`src/kemt_pkg.sv`:
```
// Shared types and constants for the keyed entity map table.
package kemt_pkg;

    localparam int KeyWidth          = 32;
    localparam int DataWidth         = 32;
    localparam int CapWidth          = 7;
    localparam int CountWidth        = 7;
    localparam int ApbAddrWidth      = 3;
    localparam int ApbDataWidth      = 32;
    localparam int DefaultDepth      = 64;
    localparam int DefaultValueWidth = 32;
    localparam int MaxEntries        = 2 ** CapWidth - 1;

    localparam logic [CapWidth-1:0] CapReset = 7'd64;

    // Register index, taken from paddr[2]
    localparam logic RegCapacity = 1'b0;

    typedef logic [1:0] op_t;
    localparam op_t OpCreate  = 2'd0;
    localparam op_t OpLookup  = 2'd1;
    localparam op_t OpDestroy = 2'd2;

    typedef enum logic [1:0] {
        StOk   = 2'd0,
        StDup  = 2'd1,
        StFull = 2'd2,
        StMiss = 2'd3
    } status_t;

    typedef struct packed {
        logic                  done;
        status_t               status;
        logic [DataWidth-1:0]  found_value;
        logic [CountWidth-1:0] live_count;
    } result_t;

endpackage

```
`src/kemt_ram.sv`:
```
// Single-port-write, registered-read table memory.
module kemt_ram #(
    parameter int WIDTH = 64,
    parameter int DEPTH = 64
) (
    input  logic                     clk,
    input  logic                     we,
    input  logic [$clog2(DEPTH)-1:0] waddr,
    input  logic [WIDTH-1:0]         wdata,
    input  logic [$clog2(DEPTH)-1:0] raddr,
    output logic [WIDTH-1:0]         rdata
);

    logic [WIDTH-1:0] mem [DEPTH];

    always_ff @(posedge clk)
    begin
        if (we)
        begin
            mem[waddr] <= wdata;
        end
    end

    always_ff @(posedge clk)
    begin
        rdata <= mem[raddr];
    end

endmodule

```
`src/kemt_seq.sv`:
```
// Scan sequencer: one table entry compared per cycle, then a single update step.
module kemt_seq #(
    parameter int DEPTH       = kemt_pkg::DefaultDepth,
    parameter int VALUE_WIDTH = kemt_pkg::DefaultValueWidth
) (
    input  logic                              clk,
    input  logic                              rst_n,
    input  logic                              start,
    input  kemt_pkg::op_t                     op,
    input  logic [kemt_pkg::KeyWidth-1:0]     search_key,
    input  logic [kemt_pkg::DataWidth-1:0]    new_value,
    input  logic [kemt_pkg::CapWidth-1:0]     capacity,
    output logic                              busy,
    output kemt_pkg::result_t                 result
);

    import kemt_pkg::*;

    localparam int UsedDepth  = (DEPTH < MaxEntries) ? DEPTH : MaxEntries;
    localparam int AddrWidth  = $clog2(UsedDepth);
    localparam int EntryWidth = KeyWidth + VALUE_WIDTH;

    typedef enum logic [1:0] {
        S_IDLE,
        S_SCAN,
        S_FINISH
    } state_t;

    state_t                  state_reg;
    logic                    more_reg;
    logic                    pend_reg;
    logic                    hit_reg;
    logic                    free_found_reg;
    logic [AddrWidth-1:0]    addr_reg;
    logic [AddrWidth-1:0]    last_reg;
    logic [UsedDepth-1:0]    valid_reg;
    logic [CountWidth-1:0]   count_reg;
    logic                    done_reg;
    status_t                 status_reg;
    logic [DataWidth-1:0]    found_reg;
    logic [CountWidth-1:0]   live_reg;

    op_t                     op_reg;
    logic [KeyWidth-1:0]     key_reg;
    logic [VALUE_WIDTH-1:0]  val_reg;
    logic [AddrWidth-1:0]    idx_d_reg;
    logic                    vld_d_reg;
    logic [AddrWidth-1:0]    hit_idx_reg;
    logic [VALUE_WIDTH-1:0]  hit_val_reg;
    logic [AddrWidth-1:0]    free_idx_reg;

    logic [CapWidth-1:0]     limit;
    logic [CapWidth-1:0]     limit_last;
    logic                    accept;
    logic                    ram_we;
    logic [EntryWidth-1:0]   ram_rdata;
    logic [KeyWidth-1:0]     rd_key;
    logic [VALUE_WIDTH-1:0]  rd_val;
    logic                    match;
    logic                    free_here;
    logic                    last_data;
    status_t                 fin_status;
    logic [DataWidth-1:0]    fin_found;
    logic [CountWidth-1:0]   count_after;
    logic                    set_valid;
    logic                    clr_valid;

    assign limit      = (capacity > CapWidth'(UsedDepth)) ? CapWidth'(UsedDepth) : capacity;
    assign limit_last = limit - 1'b1;
    assign accept     = start && (state_reg == S_IDLE);
    assign busy       = (state_reg != S_IDLE);

    assign ram_we = (state_reg == S_FINISH) && (op_reg == OpCreate) && !hit_reg
                    && free_found_reg;

    kemt_ram #(
        .WIDTH (EntryWidth),
        .DEPTH (UsedDepth)
    ) u_ram (
        .clk   (clk),
        .we    (ram_we),
        .waddr (free_idx_reg),
        .wdata ({val_reg, key_reg}),
        .raddr (addr_reg),
        .rdata (ram_rdata)
    );

    assign rd_key = ram_rdata[KeyWidth-1:0];
    assign rd_val = ram_rdata[EntryWidth-1:KeyWidth];

    // Compare stage works on the entry read in the previous cycle
    assign match     = (state_reg == S_SCAN) && pend_reg && vld_d_reg && (rd_key == key_reg);
    assign free_here = (state_reg == S_SCAN) && pend_reg && !vld_d_reg && !free_found_reg;
    assign last_data = pend_reg && (idx_d_reg == last_reg);

    always_comb
    begin
        fin_status  = StMiss;
        fin_found   = '0;
        count_after = count_reg;
        set_valid   = 1'b0;
        clr_valid   = 1'b0;
        unique case (op_reg)
            OpCreate:
            begin
                if (hit_reg)
                begin
                    fin_status = StDup;
                end
                else if (free_found_reg)
                begin
                    fin_status  = StOk;
                    set_valid   = 1'b1;
                    count_after = count_reg + 1'b1;
                end
                else
                begin
                    fin_status = StFull;
                end
            end
            OpLookup:
            begin
                if (hit_reg)
                begin
                    fin_status = StOk;
                    fin_found  = DataWidth'(hit_val_reg);
                end
            end
            OpDestroy:
            begin
                if (hit_reg)
                begin
                    fin_status = StOk;
                    clr_valid  = 1'b1;
                    if (count_reg != '0)
                    begin
                        count_after = count_reg - 1'b1;
                    end
                end
            end
            default:
            begin
                fin_status = StMiss;
            end
        endcase
    end

    always_ff @(posedge clk or negedge rst_n)
    begin
        if (!rst_n)
        begin
            state_reg      <= S_IDLE;
            more_reg       <= 1'b0;
            pend_reg       <= 1'b0;
            hit_reg        <= 1'b0;
            free_found_reg <= 1'b0;
            addr_reg       <= '0;
            last_reg       <= '0;
            valid_reg      <= '0;
            count_reg      <= '0;
            done_reg       <= 1'b0;
            status_reg     <= StOk;
            found_reg      <= '0;
            live_reg       <= '0;
        end
        else
        begin
            // Strobe the result in the cycle after the update step
            done_reg <= (state_reg == S_FINISH);
            unique case (state_reg)
                S_IDLE:
                begin
                    if (accept)
                    begin
                        hit_reg        <= 1'b0;
                        free_found_reg <= 1'b0;
                        pend_reg       <= 1'b0;
                        addr_reg       <= '0;
                        last_reg       <= limit_last[AddrWidth-1:0];
                        if (limit == '0)
                        begin
                            more_reg  <= 1'b0;
                            state_reg <= S_FINISH;
                        end
                        else
                        begin
                            more_reg  <= 1'b1;
                            state_reg <= S_SCAN;
                        end
                    end
                end
                S_SCAN:
                begin
                    // Issue the next read while comparing the previous one
                    pend_reg <= more_reg;
                    if (more_reg)
                    begin
                        if (addr_reg == last_reg)
                        begin
                            more_reg <= 1'b0;
                        end
                        else
                        begin
                            addr_reg <= addr_reg + 1'b1;
                        end
                    end
                    if (free_here)
                    begin
                        free_found_reg <= 1'b1;
                    end
                    if (match || last_data)
                    begin
                        hit_reg   <= match;
                        state_reg <= S_FINISH;
                    end
                end
                S_FINISH:
                begin
                    if (set_valid)
                    begin
                        valid_reg[free_idx_reg] <= 1'b1;
                    end
                    if (clr_valid)
                    begin
                        valid_reg[hit_idx_reg] <= 1'b0;
                    end
                    count_reg  <= count_after;
                    status_reg <= fin_status;
                    found_reg  <= fin_found;
                    live_reg   <= count_after;
                    pend_reg   <= 1'b0;
                    state_reg  <= S_IDLE;
                end
                default:
                begin
                    state_reg <= S_IDLE;
                end
            endcase
        end
    end

    always_ff @(posedge clk)
    begin
        if (accept)
        begin
            op_reg  <= op;
            key_reg <= search_key;
            val_reg <= VALUE_WIDTH'(new_value);
        end
        idx_d_reg <= addr_reg;
        vld_d_reg <= valid_reg[addr_reg];
        if (match)
        begin
            hit_idx_reg <= idx_d_reg;
            hit_val_reg <= rd_val;
        end
        if (free_here)
        begin
            free_idx_reg <= idx_d_reg;
        end
    end

    assign result.done        = done_reg;
    assign result.status      = status_reg;
    assign result.found_value = found_reg;
    assign result.live_count  = live_reg;

`ifndef SYNTH
    a_done_single: assert property (@(posedge clk) disable iff (!rst_n)
        done_reg |=> !done_reg)
        else $error("result strobe held longer than one cycle");

    a_count_bound: assert property (@(posedge clk) disable iff (!rst_n)
        count_reg <= CountWidth'(UsedDepth))
        else $error("live count beyond table depth");

    a_create_only_status: assert property (@(posedge clk) disable iff (!rst_n)
        done_reg && (status_reg == StDup || status_reg == StFull) |-> op_reg == OpCreate)
        else $error("duplicate or full reported for a non-create request");

    a_found_ok: assert property (@(posedge clk) disable iff (!rst_n)
        done_reg && (found_reg != '0) |-> status_reg == StOk)
        else $error("value returned on a failed request");
`endif

endmodule

```
`src/keyed_entity_map_table.sv`:
```
// Keyed entity map table: a request is taken when start is high and busy is low, and
// its result appears for one cycle with done high; the receiver cannot stall it.
// A request scans the first min(capacity_in_use, DEPTH) table entries before done
// (none when capacity_in_use is zero), fewer when a matching key is found early:
// the table memory is read one entry per cycle and the duplicate check and free-slot
// search share that single pass. busy is low in the done cycle, so the next request
// may follow at once. The user writes capacity_in_use over the APB port at byte address
// 0 only while no request is in flight; the block itself does not enforce this.
module keyed_entity_map_table #(
    parameter int DEPTH       = kemt_pkg::DefaultDepth,
    parameter int VALUE_WIDTH = kemt_pkg::DefaultValueWidth
) (
    input  logic                                clk,
    input  logic                                rst_n,
    input  logic                                psel,
    input  logic                                penable,
    input  logic                                pwrite,
    input  logic [kemt_pkg::ApbAddrWidth-1:0]   paddr,
    input  logic [kemt_pkg::ApbDataWidth-1:0]   pwdata,
    output logic [kemt_pkg::ApbDataWidth-1:0]   prdata,
    output logic                                pready,
    input  logic                                start,
    input  logic [1:0]                          op,
    input  logic [kemt_pkg::KeyWidth-1:0]       search_key,
    input  logic [kemt_pkg::DataWidth-1:0]      new_value,
    output logic                                busy,
    output logic                                done,
    output logic [1:0]                          status,
    output logic [kemt_pkg::DataWidth-1:0]      found_value,
    output logic [kemt_pkg::CountWidth-1:0]     live_count
);

    import kemt_pkg::*;

    logic [CapWidth-1:0] cap_reg;
    logic                cfg_wr;
    result_t             result;

    assign pready = 1'b1;
    assign cfg_wr = psel && penable && pwrite && pready;

    always_ff @(posedge clk or negedge rst_n)
    begin
        if (!rst_n)
        begin
            cap_reg <= CapReset;
        end
        else if (cfg_wr && (paddr[2] == RegCapacity))
        begin
            cap_reg <= pwdata[CapWidth-1:0];
        end
    end

    assign prdata = (paddr[2] == RegCapacity) ? ApbDataWidth'(cap_reg) : '0;

    kemt_seq #(
        .DEPTH       (DEPTH),
        .VALUE_WIDTH (VALUE_WIDTH)
    ) u_seq (
        .clk        (clk),
        .rst_n      (rst_n),
        .start      (start),
        .op         (op_t'(op)),
        .search_key (search_key),
        .new_value  (new_value),
        .capacity   (cap_reg),
        .busy       (busy),
        .result     (result)
    );

    assign done        = result.done;
    assign status      = result.status;
    assign found_value = result.found_value;
    assign live_count  = result.live_count;

endmodule
```
`config.mk`:
```
export PLATFORM = sky130hd
export DESIGN_NAME = keyed_entity_map_table
export DESIGN_NICKNAME = d
export VERILOG_FILES = /design/src/kemt_pkg.sv /design/src/kemt_ram.sv /design/src/kemt_seq.sv /design/src/keyed_entity_map_table.sv
export SDC_FILE = /design/constraint.sdc
export NUM_CORES = 2
export LEC_CHECK = 0
export BUFFER_PORTS_ARGS = -buffer_cell sky130_fd_sc_hd__buf_2
export CAP_MARGIN = 10
export CORE_MARGIN = 3
export CORE_UTILIZATION = 45
export CTS_CLUSTER_SIZE = 14
export DETAILED_ROUTE_END_ITERATION = 10
export PLACE_DENSITY = 0.59
export SYNTH_ARGS = -nofsm -noshare
export SYNTH_HDL_FRONTEND = slang
export SYNTH_SLANG_ARGS = --single-unit
export TNS_END_PERCENT = 5
```
`constraint.sdc`:
```
create_clock -name clk -period 9.3 [get_ports clk]
set_clock_uncertainty 0.1 [all_clocks]
set_input_delay 1.395 -clock clk [delete_from_list [all_inputs] [get_ports clk]]
set_output_delay 1.395 -clock clk [all_outputs]
set_load 0.02 [all_outputs]
```
== After elaboration in Yosys (flattened, before gate mapping) ==
Memories as Yosys holds them, arrays and structs flattened. A register that Yosys moved wholly into a read port is not among the register bits.
Cells that the tools add are included.
Word-level totals
  bits in registers: 248
  latch bits: 0
  bits in writable memories: 4096
  bits in read-only memories: 0
  input port bits: 107
  word-level logic and storage cells: 136
  memories kept: 1
Memory list
  u_seq.u_ram.mem: words 64, width 64, rd ports 1, clocked after memory_dff 1, wr ports 1, line kemt_ram.sv:14  | logic [WIDTH-1:0] mem [DEPTH];
Operators by class
  add/sub/neg operators: 4
  multipliers: 0
  div/mod/pow operators: 0
  $lt $le $gt $ge: 6
  eq/ne operators: 16
  shift-type cells: 0
  mux-type cells: 48
  bitwise operators: 4
  reductions and logical operators: 36
Operator list (number)
  two-way mux 64 bit: 3
  AND 64 bit: 1
  two-way mux 32 bit: 2
  inverter 64 bit: 1
  bitwise OR 64 bit: 1
  two-way mux 7 bit: 6
  == test 32 bit: 1
  < comparator 6 x 7 -> 1 bit (second input constant): 3
  two-way mux 6 bit: 3
  two-way mux 1 bit: 17
  logical AND 1 bit: 15
  one-hot mux 7 bit (2 select lines): 1
  demux 1 bit (select 6 bit): 2
  == test 6 bit: 2
  >= comparator 6 x 1 -> 1 bit (second input constant): 2
  two-way mux 2 bit: 6
  != test 2 x 1 -> 1 bit (second input constant): 6
  one-hot mux 6 bit (2 select lines): 1
  one-hot mux 2 bit (2 select lines): 2
  AND reduction 2 bit: 4
  adder 7 x 1 -> 7 bit (second input constant): 1
  > comparator 7 bit (second input constant): 1
  logical NOT 7 bit: 1
  nonzero test 7 bit: 1
  other kinds (19): 31

== Depth between registers and ports, before layout ==
  word-level depth: 9
  depth in mapped cells: 12
  depth with buffers taken out: 9

== Modules after synthesis ==
From an unflattened synthesis, not the netlist that was laid out.
Second synthesis, totals
  cells, all modules: 7348
  area total of the unflattened synthesis: 166681.1 µm²
Modules (own cells, without submodules)
  kemt_ram: times used 1, cells each 6598, area each 156348.7 µm², seq. area each 124279.2 µm²
  kemt_seq: times used 1, cells each 700, area each 9789.4 µm², seq. area each 6546.3 µm²
  keyed_entity_map_table: times used 1, cells each 50, area each 543.0 µm², seq. area each 176.4 µm²

== Worst setup path after synthesis ==
Ideal clock, no wire load.
  path kind: reg-to-reg
  from: reg u_seq.state_reg[1]
  to: reg u_seq.valid_reg[58]
  setup time: 76 ps
  arrival time: 4659 ps
  slack: 4466 ps
  cell stages (with the launch flop): 8
  path buffers: 2
  period minus slack after synthesis: 4834 ps
  cells stage by stage: dfrtp_1 -> clkbuf_1 -> nand2b_1 -> clkbuf_1 -> nor3_1 -> nand3_1 -> nor2_1 -> o32a_1
On the way
  word-level cells in the longest chain between the ends: 1
RTL lines
  from (decl): line kemt_seq.sv:29  | state_t state_reg;
  from (signal assigned): line kemt_seq.sv:152  | state_reg <= S_IDLE;
  from (signal assigned): line kemt_seq.sv:183  | state_reg <= S_FINISH;
  from (signal assigned): line kemt_seq.sv:188  | state_reg <= S_SCAN;
  == test 2 bit: line kemt_seq.sv:170  | unique case (state_reg)
  to (signal assigned): line kemt_seq.sv:159  | valid_reg <= '0;
  to (signal, indexed assignment): line kemt_seq.sv:221  | valid_reg[free_idx_reg] <= 1'b1;
  to (signal, indexed assignment): line kemt_seq.sv:225  | valid_reg[hit_idx_reg] <= 1'b0;
  to (decl): line kemt_seq.sv:36  | logic [UsedDepth-1:0] valid_reg;
No other way between the ends.
A chain may end at the register's enable or synchronous reset.

== Final worst setup path ==
  from: reg u_seq.state_reg[0]
  to: mem u_seq.u_ram.mem[5][50], enable pin
On the way
  word-level cells in the longest chain between the ends: 6
RTL lines
  == test 2 bit: line kemt_seq.sv:73  | assign ram_we = (state_reg == S_FINISH) && (op_reg == OpCreate) && !hit_reg
  logical AND 1 bit (2 in series): line kemt_seq.sv:73
  logical AND 1 bit: line kemt_seq.sv:74  | && free_found_reg;
  two-way mux 1 bit: line kemt_ram.sv:18  | if (we)
  two-way mux 1 bit (implied by the code): line kemt_ram.sv:20  | mem[waddr] <= wdata;
  to (decl): line kemt_ram.sv:14
No other way between the ends.

==> flow_metrics.py <==
metrics = {
    "outcome": {
        "status": "completed",
    },
    "timing": {
        "worstMarginPinSlew_ns": 1.31,
        "rsz0062_at_grt": "no",
        "min_period_ns": 5.45,
        "fin_tns_setup_ns": 0,
        "slew_violations": 0,
        "setup_violations": 0,
        "hold_viol_final": 0,
        "fmax_mhz": 183,
        "setup_ws_ns": 3.85,
        "final.period_utilization": 0.586,
        "slew_headroom": 0.121,
    },
    "synth": {
        "synth_edf_count": 4206,
        "async_flop_share": 0.0297,
        "yosysSeqAreaShare": 0.783,
        "synthFlopType": "edfxtp_1",
        "synth.area.top_cells": "edfxtp_1 (76%), mux4_2 (13%), mux2i_1 (2.4%)",
        "syn_area_per_cell_um2": 22.1,
        "postSynthCellCount": 7560,
        "syn-cell-area_mm2": 0.167,
        "synthDistinctLibCells": 68,
        "synth_common_cells": "edfxtp_1 (4,206), mux4_2 (959), mux2i_1 (406)",
        "synthDominantCellAreaShare": 0.755,
        "synth-seq-cells": 4408,
        "synth.most_common_cell": "edfxtp_1",
        "synth_area_leader_cell": "edfxtp_1",
        "yosys_warnings": 0,
    },
    "power": {
        "ir_worst_vdd_mv": 0.182,
        "power.leakage_nw": 58.8,
        "total_power_mw": 47.7,
        "p_per_area_mw_per_mm2": 252,
    },
    "setup_path": {
        "crit_path_start": "u_seq.state_reg[0]",
        "worst_setup_path_start_kind": "register",
        "endpoint_kind": "register",
        "path_class": "register to register",
        "worst_r2r_endpoint": "u_seq.u_ram.mem[5][50]",
        "worst-r2r-setup-slack_ns": 3.85,
        "required_ns": 9.76,
        "reg2regPathDepth": 7,
        "crit_fanout": 38,
        "reg2reg_from": "u_seq.state_reg[0]",
        "cp-endpoint": "u_seq.u_ram.mem[5][50]",
        "cp.arrival_ns": 5.92,
    },
    "clocking": {
        "cts_root_buf": "clkbuf_16",
        "clock-sinks": 4408,
        "cts_buffers": 449,
        "cts_hold_buf": 0,
        "cts_tree": "yes",
        "post_cts_buffers": 0,
        "htree_num_levels": 5,
        "cts.path.max_buffers": 4,
        "clk_latency_ns": 1.00,
        "clk_pin_slew_ns": 0.06,
        "cts_resized": 0,
    },
    "die": {
        "io_pins": 183,
        "die_w_um": 616,
        "die_h_um": 616,
        "num_rows": 223,
        "coreArea_mm2": 0.369,
        "initial_core_util": 0.453,
        "dieArea_mm2": 0.379,
    },
    "place": {
        "dp_slack_ns": 4.00,
        "io_buffer_count": 129,
        "gp_congestion": 0.810,
        "dp_hpwl_um": 252000,
    },
    "cells_and_area": {
        "area_growth_pct": 13.2,
        "nets": 8142,
        "drive_gt1_frac": 0.253,
        "largest_reg_flops": 4096,
    },
    "routing": {
        "avgRoutedWirePerCell_um": 35.6,
        "drc_errors": 0,
        "dr.pass1.iters": 8,
        "wl_um": 476000,
        "via_per_inst": 6.24,
        "ant_nets": 0,
        "vias": 83400,
        "first_iter_violations": 12300,
    },
    "global_route": {
        "antenna_found_initial": 25,
        "gr-total-overflow": 0,
        "grt.total_usage": 0.248,
        "met3_usage": 0.0441,
        "grt_pass1_vias": 82400,
        "met1_usage": 0.360,
        "grt_pass1_wl_um": 659000,
        "gr-usage-met2": 0.393,
        "grt_max_degree": 115,
        "grt_busiest_layer": "met2",
    },
    "min_path": {
        "hold_depth": 0,
        "hp-class": "register to register",
    },
    "job": {
        "drv_cap": 0,
    },
}
==> logic make-up after synthesis <==
group | after synthesis | share of synthesized area
AOI/OAI and AO/OA | 723 | 0.0303
xor gates and xnor gates | 57 | 0.00298
adders and majority gates | 12 | 0.000943
buffers and inverters | 450 | 0.0142
DFF | 4408 | 0.783
muxes | 1376 | 0.154
other | 2 | 0.0000449
and+or+nand+nor | 532 | 0.0141
==> how the worst min path moves through the flow <==
stage | startpoint | endpoint | slack (ns)
2_1_floorplan | u_seq.addr_reg[2] | u_seq.idx_d_reg[2] | 0.24
3_3_place_gp | u_seq.u_ram.rdata[34] | u_seq.hit_val_reg[2] | 0.29
6_report | u_seq.u_ram.rdata[61] | u_seq.hit_val_reg[29] | 0.28
3_5_place_dp | u_seq.u_ram.rdata[47] | u_seq.hit_val_reg[15] | 0.29
4_1_cts | u_seq.u_ram.rdata[61] | u_seq.hit_val_reg[29] | 0.27
5_1_grt | u_seq.u_ram.rdata[38] | u_seq.hit_val_reg[6] | 0.31
==> cells in the final DEF, fill, tap and decap left out, types with 13 or more instances in the layout <==
cell type     n
dfrtp_1     124
a41oi_1      20
mux2i_1     406
nor2_1       90
a211oi_1     25
bufinv_16    33
nand4_1      13
o22ai_1      62
a221oi_1     50
edfxtp_1   4206
a22o_1       37
buf_2       128
a31oi_1      17
a2111oi_0    25
a21oi_1     105
nand2_1     180
clkbuf_16   455
xor2_1       14
nor3_1       21
o21ai_0     114
dfxtp_1      71
clkinv_1    100
a2bb2oi_1    13
clkbuf_1    113
nor2_4       70
buf_4       274
o22a_1       52
buf_12       18
conb_1       26
a22oi_1     153
mux4_2      959
xnor2_1      43
nand3_1      89
clkinv_2     89
==> routing by layer <==
metal	vias to the layer above	share of wire	wire length, µm
met2	4519	0.48	227000
met4	4	0.024	11600
met1	45400	0.40	192000
met5	-	0.00019	89
met3	699	0.095	45000
li1	32800	-	-
==> report_power, final <==
group	switching, mW	internal, mW
combinational	4.10	2.98
clock	7.59	10.0
sequential	0.254	22.8
==> stage by stage <==
step | instances | utilization | hold WS, ns | instance area (µm²)
6_report | 13400 | 0.512 | 0.281 | 189000
5_1_grt | 13400 | 0.512 | 0.307 | 189000
3_5_place_dp | 12500 | 0.473 | 0.289 | 175000
2_1_floorplan | 7584 | - | 0.242 | 167000
4_1_cts | 13400 | 0.512 | 0.268 | 189000
3_3_place_gp | 12500 | 0.473 | 0.292 | 175000
==> area by class of cell <==
| class | instances | area, µm² |
|---|---|---|
| antenna | 8 | 20.0 |
| clock buffer | 580 | 12000 |
| clock inverter | 263 | 2390 |
| fill | 28800 | 180000 |
| inverter | 17 | 78.8 |
| multi-input combinational | 2726 | 34600 |
| sequential | 4408 | 131000 |
| tap | 4950 | 6190 |
| timing repair buffer | 421 | 3070 |
==> critical path: stages, from the launching register on <==
cell and delay (ns):
dfrtp_1 0.52, nand2b_2 0.26, buf_4 0.36, nor3_1 0.89
nand2_1 0.71, nor2_4 0.74, buf_4 0.54, buf_4 0.79
Power figures use the tool's default switching activity.
